===== src/rsp_pkg.sv =====
package rsp_pkg;

	localparam int MAX_RECORDS = 64;
	localparam int NAME_CHARS  = 8;

	localparam int PRICE_W = 32;
	localparam int NAME_W  = 64;
	localparam int TAG_W   = 8;

	typedef struct packed {
		logic               vld;
		logic [PRICE_W-1:0] price;
		logic [NAME_W-1:0]  name;
		logic [NAME_W-1:0]  key;
		logic [TAG_W-1:0]   tag;
	} rec_t;

	typedef struct packed {
		logic ins;
		logic pop;
	} ctl_t;

	// strcmp view of a name: first NAME_CHARS bytes, zero after the first NUL
	function automatic logic [NAME_W-1:0] name_key(logic [NAME_W-1:0] n);
		logic [NAME_W-1:0] k;
		logic              stop;
		k    = '0;
		stop = 1'b0;
		for (int i = 0; i < 8; i++) begin
			if (i < NAME_CHARS && !stop && n[NAME_W-1-8*i -: 8] != 8'd0) begin
				k[NAME_W-1-8*i -: 8] = n[NAME_W-1-8*i -: 8];
			end else begin
				stop = 1'b1;
			end
		end
		return k;
	endfunction

endpackage


===== src/rsp_cell.sv =====
module rsp_cell (
	input  logic          clk,
	input  logic          arst_n,
	input  rsp_pkg::ctl_t ctl,
	input  rsp_pkg::rec_t nrec,
	input  rsp_pkg::rec_t left_rec,
	input  logic          left_gt,
	input  rsp_pkg::rec_t right_rec,
	output rsp_pkg::rec_t cur,
	output logic          gt
);

	rsp_pkg::rec_t rec_q;
	rsp_pkg::rec_t rec_d;
	logic          load_en;

	// empty cells sort after everything; equal keys keep arrival order
	assign gt = !rec_q.vld || ({rec_q.price, rec_q.key} > {nrec.price, nrec.key});

	always_comb begin
		rec_d   = rec_q;
		load_en = 1'b0;
		if (ctl.pop) begin
			rec_d   = right_rec;
			load_en = 1'b1;
		end else if (ctl.ins && gt) begin
			rec_d   = left_gt ? left_rec : nrec;
			load_en = 1'b1;
		end
	end

	always_ff @(posedge clk or negedge arst_n) begin
		if (!arst_n) begin
			rec_q <= '0;
		end else if (load_en) begin
			rec_q <= rec_d;
		end
	end

	assign cur = rec_q;

endmodule


===== config.mk =====
export PLATFORM = sky130hd
export DESIGN_NAME = rsp_cell
export DESIGN_NICKNAME = d
export VERILOG_FILES = /design/src/rsp_pkg.sv /design/src/rsp_cell.sv
export SDC_FILE = /design/constraint.sdc
export NUM_CORES = 1
export LEC_CHECK = 0
export BUFFER_PORTS_ARGS = -buffer_cell sky130_fd_sc_hd__buf_2
export CAP_MARGIN = 20
export CORE_AREA = 4 4 262 264
export CTS_CLUSTER_DIAMETER = 60
export DETAILED_ROUTE_END_ITERATION = 16
export DIE_AREA = 0 0 266 268
export REMOVE_ABC_BUFFERS = 1
export SLEW_MARGIN = 20
export SYNTH_ARGS = -nofsm -noshare
export SYNTH_HDL_FRONTEND = slang
export SYNTH_SLANG_ARGS = --single-unit

===== constraint.sdc =====
create_clock -name clk -period 4 [get_ports clk]
set_input_delay 0.4 -clock clk [delete_from_list [all_inputs] [get_ports clk]]
set_output_delay 0.4 -clock clk [all_outputs]
set_load 0.005 [all_outputs]

==> results of run 1 <==
-- metal layers --
metal / GRT usage / routed length [um] / up-vias
met5: 0 / 0 / -
met3: 0.03305 / 3050 / 41
met1: 0.1428 / 18580 / 5254
met4: 0.04005 / 983 / 0
met2: 0.2201 / 23470 / 395
li1: - / - / 5828
-- cell families (layout without fill, tap and decap cells) --
logic type | count (synthesis) | in the layout
mux | 336 | 336
buf+inv | 172 | 853
fa+ha+maj | 96 | 96
flops | 169 | 169
compound gates | 246 | 246
simple gates | 256 | 256
-- metrics by stage --
step / setup TNS, ns / instance area, sq um / hold slack [ns] / util / worst slack, ns
4_1_cts: 0 / 17390 / 0.1135 / 0.2613 / 0.06084
3_3_place_gp: -51.67 / 16760 / 0.3642 / 0.2518 / -0.3473
2_1_floorplan: -229.97 / 11790 / 0.1044 / - / -1.444
6_report: 0 / 17400 / 0.1736 / 0.2614 / 0.2449
5_1_grt: 0 / 17400 / 0.1346 / 0.2614 / 0.003205
3_5_place_dp: -48.18 / 16760 / 0.3690 / 0.2518 / -0.3393
-- how the worst min path moves through the flow --
stage              startpoint        to
5_1_grt        right_rec[168]  cur[168]
3_5_place_dp           arst_n  cur[101]
2_1_floorplan          arst_n    cur[0]
6_report       right_rec[168]  cur[168]
4_1_cts        right_rec[168]  cur[168]
3_3_place_gp           arst_n    cur[0]
-- power by group through the flow --
stage	combinational [uW]	sequential [uW]	clock [uW]
after floorplan	873	2240	0
after global placement	2010	2250	0
after detailed placement	2040	2260	0
after CTS	2060	2230	1760
after global routing	2260	2270	1820
final	2010	2220	1670
-- cells in the final DEF (no fill, tap or decap), types with 30 or more instances in the layout --
| cell type | count |
|---|---|
| buf_2 | 678 |
| dfrtp_1 | 169 |
| o21ai_0 | 182 |
| a21oi_1 | 35 |
| buf_4 | 30 |
| mux2_1 | 130 |
| nand2_1 | 200 |
| inv_1 | 97 |
| mux2i_1 | 169 |
| ha_1 | 96 |
| mux2_2 | 37 |
-- area by class of cell --
class | count | area (sq um)
inverter | 97 | 364.1
fill | 7257 | 49160
clock inverter | 15 | 160.2
sequential | 169 | 4229
timing repair buffer | 724 | 3913
multi-input combinational | 934 | 7216
tap | 873 | 1092
clock buffer | 17 | 425.4
-- what timing repair did --
action / CTS / global route
hold buffers: 1 / 0
buffers inserted: 2 / 1
pin swaps: 2 / 2
hold endpoints to repair: 41 / 0
endpoints found under the setup margin: 168 / 1
gates resized for setup: 2 / 0
==> key figures, run 1 <==
Outcome
  • Status: completed

Min path
  • Worst hold stages: 2
  • Hold Path Class: input port to flop

STA
  • Period minus WS final: 3.755 ns
  • Part of the cycle the worst path needs: 0.9388
  • Skew final: 0.01393 ns
  • Slew margin rel.: 0.5069
  • Maximum clock rate: 266.3 MHz
  • Slew Limit Fails: 0
  • Actual slew at the worst max-slew pin: 0.7396 ns
  • # setup viols final: 0
  • Unrepaired setup endpoints after global routing: false
  • Final Hold Viols: 0

Setup path
  • Crit-path max cell delay: 0.42 ns
  • Family with the most delay on the worst path: compound AO/OA/AOI/OAI gates
  • CP dominant cell by count: nand2_1
  • Worst EP arrival: 3.36 ns
  • Crit-path cells: ha_1 -> a21o_1 -> a221o_1 -> a221oi_4 -> buf_4 -> nand4_1 -> o21ai_1 -> nand3_2 -> nand2_1 -> nand2_1 -> buf_2
  • CP max FO: 4
  • CP startpoint kind: flop
  • CP Launch Point: cur[137]
  • Worst path required time: 3.60 ns
  • Worst R2R Start: cur[137]
  • End of the critical path: gt
  • WP depth: 11
  • Slowest-stage cell, CP: dfrtp_1
  • Crit Path Class: flop to output port
  • Flop-to-flop setup slack: about 0.31 ns
  • FF-to-FF End: cur[78]
  • Crit end category: output port
  • Number of buffers and inverters on the critical path: 2
  • Reg2Reg Depth: 12

Route
  • First-pass detailed-route iteration total: 4
  • Drc violations: 0
  • Vias: between 10000 and 15000
  • Drt total wl: roughly 46 mm
  • Via-to-Cell Ratio: 4.071
  • Final ANT Viol Nets: 0
  • DRT iter0 DRCs: 369
  • Drt wl/cell: 16.29 um

Floorplan
  • Core Region: between 60000 and 70000 sq um
  • Top Ports: 682
  • Die ar.: between 70000 and 80000 sq um
  • Num rows: 95
  • Effective utilization at floorplan: 0.1831
  • Chip height: 268 um
  • Die width: around 270 um

Synthesis
  • Synth top area cells: dfrtp_1 35%, mux2i_1 14%, mux2_1 12%, ha_1 9.9%, o21ai_0 7.5%
  • Avg Synthesized Cell Area: between 9 and 10 sq um
  • Area share of fa/ha/maj cells after synthesis: 0.09856
  • Synth Area in Compound Gates: 0.1099
  • Synth Register Bits: approximately 170
  • Main combinational cell family by area after synthesis: multiplexers
  • Synth Area in Simple Gates: 0.08891
  • Synth Area in XOR/XNOR: 0
  • Cell area after synthesis: 12190 sq um
  • Post-synth EDFFs: 0
  • Warnings, synthesis: 0
  • Area leader, netlist: dfrtp_1
  • Async SR Flop Fraction: 1.000
  • Yosys cell types: 43
  • Yosys top cell area share: 0.3470
  • Cell with the most instances after synthesis: nand2_1
  • Register area share after synthesis: 0.3470
  • Syn Inst Count: 1275
  • Main flop type after synthesis: dfrtp_1
  • Fraction of synthesized area in multiplexers: 0.2931
  • Most frequent cells after synthesis: 200 x nand2_1, 182 x o21ai_0, 169 x dfrtp_1, 169 x mux2i_1, 130 x mux2_1

Power
  • Int Pwr: 3834 uW
  • Combinational share of power: 0.340
  • Psw: 2066 uW
  • Overall Power: 5900 uW
  • Sw frac: 0.3501
  • Sequential Power Share: 0.377
  • Maximum vdd drop: 0.3244 mV
  • Leakage power: 0.009164 uW
  • Pwr Density: 339.1 nW/um^2
  • Power share of the clock group: 0.283

Cells and area
  • Area Growth Syn to Fin: 42.77%
  • N_diodes: 0
  • Share of layout cells above drive strength 1: 0.4075
  • Max reg flops: 169
  • Post-Layout Cell Count: around 2800
  • Final nets: 2551

Clocking
  • Worst-path clk slew: 0.08 ns
  • Num CTS Buffers: 17
  • Max Buffers Root-to-Sink: 2
  • Clock sinks: approximately 170
  • TritonCTS clock tree: done
  • Insertion delay to the later sink of the worst-skew pair: 0.48 ns
  • Root Buffer: clkbuf_16
  • H-tree depth: 4

Placement
  • PortBufs: 681
  • Routability cong.: 0.8378
  • Post-DP HPWL: around 39 mm
  • Dpl cells: 2793

GRT
  • Gr ovfl total: 0
  • First-pass GRT wire length: between 60 and 70 mm
  • Total GRT Usage: 0.1229
  • Initial antenna violation count: 1
  • Pin count of the biggest net entering global routing: approximately 130
  • Vias in the first global route: roughly 12000

Flow run
  • Max Cap Viol: 0
Power figures use the tool's default switching activity.
==> inputs of run 2 (changes only) <==
--- a/config.mk
+++ b/config.mk
@@ -6,4 +6,5 @@
 export NUM_CORES = 1
 export LEC_CHECK = 0
+export ABC_AREA = 0
 export BUFFER_PORTS_ARGS = -buffer_cell sky130_fd_sc_hd__buf_2
 export CAP_MARGIN = 20
@@ -12,5 +13,4 @@
 export DETAILED_ROUTE_END_ITERATION = 16
 export DIE_AREA = 0 0 266 268
-export REMOVE_ABC_BUFFERS = 1
 export SLEW_MARGIN = 20
 export SYNTH_ARGS = -nofsm -noshare
==> constraint.sdc (replaced) <==
create_clock -name clk -period 4 [get_ports clk]
set_input_delay 0.8 -clock clk [delete_from_list [all_inputs] [get_ports clk]]
set_output_delay 0.8 -clock clk [all_outputs]
set_load 0.005 [all_outputs]
==> run 2 against run 1 <==
Clock power up 5%. Clock skew decreased by 0.0017 ns. Sequential cell count did not move. Critical path type is now input port to output port.
==> key figures, run 2 (same netlist as run 1, synthesis figures left out) <==
Power
  • Combinational share of power: 0.336 (-0.004)
  • Leakage power: 0.009244 uW (+0.87%)
  • Pwr Density: 342.7 nW/um^2 (+1.1%)
  • Psw: 2035 uW (-1.5%)
  • Power share of the clock group: 0.291 (+0.008)
  • Maximum vdd drop: 0.2911 mV (-10%)
  • Int Pwr: 3977 uW (+3.7%)
  • Sequential Power Share: 0.373 (-0.004)
  • Overall Power: 6012 uW (+1.9%)
  • Sw frac: 0.3385 (-0.01166)

Route
  • Final ANT Viol Nets: 0 (unchanged)
  • WL met3: 3.164 mm (+3.7%)
  • Drt total wl: 47.29 mm (+2.6%)
  • Met2 routed WL: 23.47 mm (about the same)
  • M1 wire length: 19.56 mm (+5.3%)
  • Drc violations: 0 (unchanged)
  • First-pass detailed-route iteration total: 5 (+1)
  • Drt wl/cell: 16.64 um (+2.1%)
  • DRT iter0 DRCs: 469 (+27%)
  • Via-to-Cell Ratio: 4.157 (+2.1%)
  • Top Layer Used: met5
  • Vias: 11810 (+2.6%)

Setup path
  • Crit Path Class: input port to output port
  • Worst path required time: 3.20 ns (-0.40 ns)
  • Crit-path cells: buf_2 -> inv_1 -> ha_1 -> and2_1 -> a221o_1 -> a221oi_4 -> nand4_1 -> o21ai_2 -> buf_4 -> nand3_4 -> nand2_4 -> nand2_2 -> buf_2
  • CP dominant cell by count: buf_2
  • Flop-to-flop setup slack: 0.35 ns (+0.04 ns)
  • CP startpoint kind: input port
  • Slowest-stage cell, CP: a221oi_4
  • End of the critical path: gt
  • Crit end category: output port
  • Reg2Reg Depth: 12 (unchanged)
  • Crit-path max cell delay: 0.40 ns (-0.02 ns)
  • Worst EP arrival: 3.06 ns (-0.30 ns)
  • CP max FO: 2 (-2)
  • FF-to-FF End: cur[69]
  • CP Launch Point: nrec[139]
  • Worst R2R Start: cur[137]

Clocking
  • Worst-path clk slew: 0.07 ns (about the same)
  • TritonCTS clock tree: done
  • Root Buffer: clkbuf_16
  • Insertion delay to the later sink of the worst-skew pair: 0.47 ns (about the same)
  • H-tree depth: 4 (unchanged)
  • Max Buffers Root-to-Sink: 2 (unchanged)
  • Clock sinks: 169 (unchanged)
  • Num CTS Buffers: 17 (unchanged)
  • Post-CTS Hold Fix Bufs: 0 (-1)

Cells and area
  • Commonest non-fill, non-tap cell in the layout: buf_2
  • Max reg flops: 169 (unchanged)
  • Util after Layout: 0.2636 (+0.002162)
  • FILL cells: 7242 (-0.21%)
  • Share of layout cells above drive strength 1: 0.4141 (+0.006662)
  • Final nets: 2563 (+0.47%)
  • Area Growth Syn to Fin: 43.95%
  • Highest-count cells in the layout ignoring fill and taps: 678 x buf_2, 198 x nand2_1, 182 x o21ai_0, 169 x mux2i_1, 169 x dfrtp_1

STA
  • # setup viols final: 0 (unchanged)
  • Part of the cycle the worst path needs: 0.9639 (+0.02517)
  • Slew margin rel.: 0.4154 (-0.09155)
  • WHS: 0.4299 ns (+0.2562 ns)
  • Period minus WS final: 3.856 ns (+0.1007 ns)
  • Actual slew at the worst max-slew pin: 0.8769 ns (+0.1373 ns)
  • Final worst-path setup slack: 0.1443 ns (-0.1007 ns)
  • Skew final: 0.01223 ns (-0.001709 ns)
  • Final Hold Viols: 0 (unchanged)
  • Maximum clock rate: 259.4 MHz (-2.6%)
  • Unrepaired setup endpoints after global routing: false
  • Slew Limit Fails: 0 (unchanged)
  • Total Neg Setup Slack: 0 ns (unchanged)

GRT
  • Vias in the first global route: 11600 (-0.39%)
  • Gr ovfl total: 0 (unchanged)
  • Initial antenna violation count: 4 (+3)
  • First-pass GRT wire length: 67.85 mm (+1.4%)
  • Total GRT Usage: 0.1247 (+0.001845)
  • Pin count of the biggest net entering global routing: 101 (-21%)

Floorplan
  • Chip height: 268 um (unchanged)
  • Effective utilization at floorplan: 0.1831 (unchanged)
  • Die width: 266 um (unchanged)
  • Die ar.: 71290 sq um (unchanged)
  • Num rows: 95 (unchanged)
  • Core Region: 66560 sq um (unchanged)
  • Top Ports: 682 (unchanged)

Outcome
  • Status: completed

Placement
  • PortBufs: 681 (unchanged)
  • Routability cong.: 0.8719 (+4.1%)
  • Post-DP HPWL: 39.68 mm (+1.0%)
  • Setup WS pre-CTS: -0.3384 ns (+0.0008970 ns)

Flow run
  • Max Cap Viol: 0 (unchanged)

Synthesis
  • Mapped Nets: 1883

Min path
  • Hold Path Class: input port to async pin
==> run 2: critical path: cells and delay by family <==
family / cells / cell delay (ns)
adder cells (fa/ha/maj): 1 / 0.29
AO/OA/AOI/OAI: 3 / 0.96
buffers and inverters: 4 / 0.39
AND/OR/NAND/NOR: 5 / 0.61
==> run 2: power groups by stage <==
stage / logic [uW] / registers, uW / clock network (uW)
floorplan: 965 / 2240 / 0
global placement: 2020 / 2260 / 0
detailed placement: 2030 / 2280 / 0
CTS: 2050 / 2250 / 1840
global route: 2260 / 2280 / 1900
finish: 2020 / 2240 / 1750
==> run 2: layout make-up <==
cell class	count	area, sq um	area share
multi-input cells	934	7261	0.4139
flip-flops and latches	169	4229	0.2411
repair buffers	736	4000	0.2280
well taps	873	1092	0.06226
clock buffers	20	456.7	0.02603
inverters	97	364.1	0.02075
clock inverters	12	137.6	0.007845
diodes	1	2.502	0.0001426
==> run 2: how the worst min path moves through the flow <==
stage / cells after the start / endpoint / slack, ns
after CTS: 1 / cur[160] / 0.42
after detailed placement: 1 / cur[105] / 0.48
after floorplan: 1 / cur[0] / 0.49
after global routing: 1 / cur[160] / 0.46
final: 1 / cur[160] / 0.43
after global placement: 1 / cur[125] / 0.47
==> run 2: through the flow <==
| stage | cells | area, sq um |
|---|---|---|
| after floorplan | 1275 | 12190 |
| after global placement | 2807 | 16870 |
| after detailed placement | 2807 | 16870 |
| after CTS | 2840 | 17490 |
| after global routing | 2842 | 17540 |
| final | 2842 | 17540 |
==> run 2: repair_timing <==
item | in CTS | in global routing
pin swaps | 1 | 10
buffers inserted | 1 | 1
gates resized for setup | 3 | 8
endpoints found under the setup margin | 1 | 1
==> run 2: per-layer routing <==
layer	vias to the layer above	track usage
met5	-	0
met4	4	0.04332
met3	52	0.03012
met2	457	0.2180
met1	5450	0.1503
li1	5850	-
==> inputs of run 3 (changes only) <==
Settings changed: GPL_TIMING_DRIVEN set to 0.
==> run 3 against run 2 <==
Clock-buffer cell count fell by 3. Worst hold slack got worse by 0.30 ns. Via count rose by 4.4%. Register-to-register slack got worse by 0.09 ns. Critical endpoint unchanged. First-iteration DRC count rose by 22%. Highest routed layer unchanged. Critical path type unchanged.
==> key figures, run 3 (same netlist as run 1, synthesis figures left out) <==
Setup path
  • CP dominant cell by count: nand2_2
  • CP startpoint kind: input port
  • Slowest-stage cell, CP: nand4_1
  • Crit-path cells: buf_2 -> inv_2 -> ha_4 -> a21o_1 -> a221o_1 -> a221oi_4 -> nand4_1 -> o21ai_2 -> nand3_4 -> nand2_2 -> nand2_2 -> buf_6
  • Crit Path Class: input port to output port
  • CP max FO: 4 (+2)
  • Worst path required time: 3.20 ns (about the same)
  • Crit-path max cell delay: 0.39 ns (about the same)
  • Worst EP arrival: 3.16 ns (+0.10 ns)
  • CP Launch Point: nrec[137]
  • Family with the most delay on the worst path: compound AO/OA/AOI/OAI gates
  • Number of buffers and inverters on the critical path: 3 (-1)
  • Worst R2R Start: cur[139]
  • Crit end category: output port

STA
  • Skew final: 0.01648 ns (+0.004255 ns)
  • Unrepaired setup endpoints after global routing: true
  • Final Hold Viols: 0 (unchanged)
  • Final worst-path setup slack: 0.03927 ns (-0.1050 ns)
  • Slew Limit Fails: 0 (unchanged)
  • Slew margin rel.: 0.2805 (-0.1349)
  • Total Neg Setup Slack: 0 ns (unchanged)
  • # setup viols final: 0 (unchanged)
  • Period minus WS final: 3.961 ns (+0.1050 ns)
  • Maximum clock rate: 252.5 MHz (-2.7%)
  • Part of the cycle the worst path needs: 0.9902 (+0.02625)
  • Actual slew at the worst max-slew pin: 1.079 ns (+0.2023 ns)

Clocking
  • Num CTS Buffers: 17 (unchanged)
  • Clock sinks: 169 (unchanged)
  • Max Buffers Root-to-Sink: 2 (unchanged)
  • Worst-path clk slew: 0.07 ns (about the same)
  • TritonCTS clock tree: done
  • H-tree depth: 4 (unchanged)
  • Insertion delay to the later sink of the worst-skew pair: 0.47 ns (about the same)
  • Post-CTS Hold Fix Bufs: 0 (unchanged)
  • Root Buffer: clkbuf_16

Cells and area
  • Final nets: 2590 (+1.1%)
  • FILL cells: 7255 (+0.18%)
  • Commonest non-fill, non-tap cell in the layout: buf_2
  • Share of layout cells above drive strength 1: 0.4015 (-0.01262)
  • Highest-count cells in the layout ignoring fill and taps: 680 x buf_2, 198 x nand2_1, 181 x o21ai_0, 169 x mux2i_1, 169 x dfrtp_1
  • Util after Layout: 0.2641 (+0.0005070)
  • Final Cell Area: 17580 sq um (+0.19%)
  • Area Growth Syn to Fin: 44.23%
  • Max reg flops: 169 (unchanged)

Flow run
  • Max Cap Viol: 0 (unchanged)

Power
  • Int Pwr: 4077 uW (+2.5%)
  • Sequential Power Share: 0.359 (-0.014)
  • Maximum vdd drop: 0.3017 mV (+3.7%)
  • Sw frac: 0.3451 (+0.006668)
  • Leakage power: 0.009171 uW (-0.79%)
  • Power share of the clock group: 0.306 (+0.015)
  • Overall Power: 6226 uW (+3.6%)
  • Pwr Density: 354.2 nW/um^2 (+3.4%)
  • Combinational share of power: 0.335 (about the same)
  • Psw: 2149 uW (+5.6%)

Synthesis
  • Mapped Nets: 1883 (unchanged)

Route
  • Drt wl/cell: 19.37 um (+16%)
  • First-pass detailed-route iteration total: 6 (+1)
  • Drt total wl: 55.72 mm (+18%)
  • Drc violations: 0 (unchanged)
  • Via-to-Cell Ratio: 4.288 (+3.2%)
  • Vias: 12330 (+4.4%)
  • Final ANT Viol Nets: 0 (unchanged)
  • DRT iter0 DRCs: 573 (+22%)

GRT
  • First-pass GRT wire length: 77.51 mm (+14%)
  • Pin count of the biggest net entering global routing: 81 (-20%)
  • GRT busiest layer: met2
  • Total GRT Usage: 0.1469 (+0.02214)
  • Met1 usage: 0.1732 (+0.02289)
  • Gr ovfl total: 0 (unchanged)
  • GR Layer Usage met2: 0.2545 (+0.03648)
  • Met3 Track Usage GR: 0.03891 (+0.008790)
  • Vias in the first global route: 12500 (+7.7%)
  • Initial antenna violation count: 5 (+1)

Outcome
  • Status: completed

Placement
  • Setup WS pre-CTS: -0.9516 ns (-0.6132 ns)
  • Area after DPL: 16750 sq um (-0.70%)
  • Post-DP HPWL: 46.84 mm (+18%)
  • Routability cong.: 0.9435 (+8.2%)
  • PortBufs: 679 (-0.29%)

Floorplan
  • Die width: 266 um (unchanged)
  • Die ar.: 71290 sq um (unchanged)
  • Effective utilization at floorplan: 0.1831 (unchanged)
  • Chip height: 268 um (unchanged)
  • Core Region: 66560 sq um (unchanged)
  • Top Ports: 682 (unchanged)
  • Num rows: 95 (unchanged)

Min path
  • Hold Path Class: input port to async pin
## run 3: changes by cell type in the layout (fill, tap and decap cells not counted), moves of 4 or more
cell      previous run  this run
clkbuf_2             0         4
buf_6                0        14
inv_1               97        93
inv_2                0         4
diode_2              1         8
buf_12              12         1
clkbuf_1             1        49
buf_4               43         7
## run 3: metal layers
layer  vias up  routed length [um]
met3        81                4038
li1       5918                   -
met1      5802               22410
met2       526               27290
met4         6                1936
met5         -                  41
## run 3: final timing paths
kind	to	slack, ns	depth (start not counted)
setup / recovery	gt	0.04	12
hold / removal	cur[158]	0.13	1
setup reg to reg	cur[9]	0.26	13
hold reg to reg	cur[125]	0.48	1
max in group asynchronous	cur[99]	3.15	2
min in group clk	cur[125]	0.48	1
## run 3: through the flow
stage          hold WS [ns]  instances
2_1_floorplan        0.4889       1275
3_3_place_gp         0.4683       2827
3_5_place_dp         0.4754       2829
4_1_cts             0.07524       2861
5_1_grt             0.09136       2870
6_report             0.1312       2876
## run 3: layout make-up
class                      instances  area, sq um  area share
sequential                       169         4229      0.2406
clock inverter                    15        212.7     0.01210
timing repair buffer             689         3542      0.2015
tap                              873         1092     0.06214
inverter                          97        364.1     0.02071
multi-input combinational        934         7284      0.4144
clock buffer                      17        425.4     0.02420
antenna                            8        20.02    0.001139
buffer                            74        406.6     0.02313
## run 3: repair_timing
| item | in CTS | in global routing |
|---|---|---|
| gates resized for setup | 2 | 20 |
| setup endpoints to repair | 168 | 131 |
| gates cloned | 0 | 0 |
| pin swaps | 2 | 8 |
| buffers inserted | 1 | 7 |
## run 3: power by group through the flow
stage | logic [uW] | clock network (uW) | registers, uW
6_report | 2090 | 1900 | 2240
5_1_grt | 2320 | 2040 | 2270
4_1_cts | 2080 | 1990 | 2230
3_5_place_dp | 2060 | 0 | 2260
3_3_place_gp | 2040 | 0 | 2250
2_1_floorplan | 965 | 0 | 2240
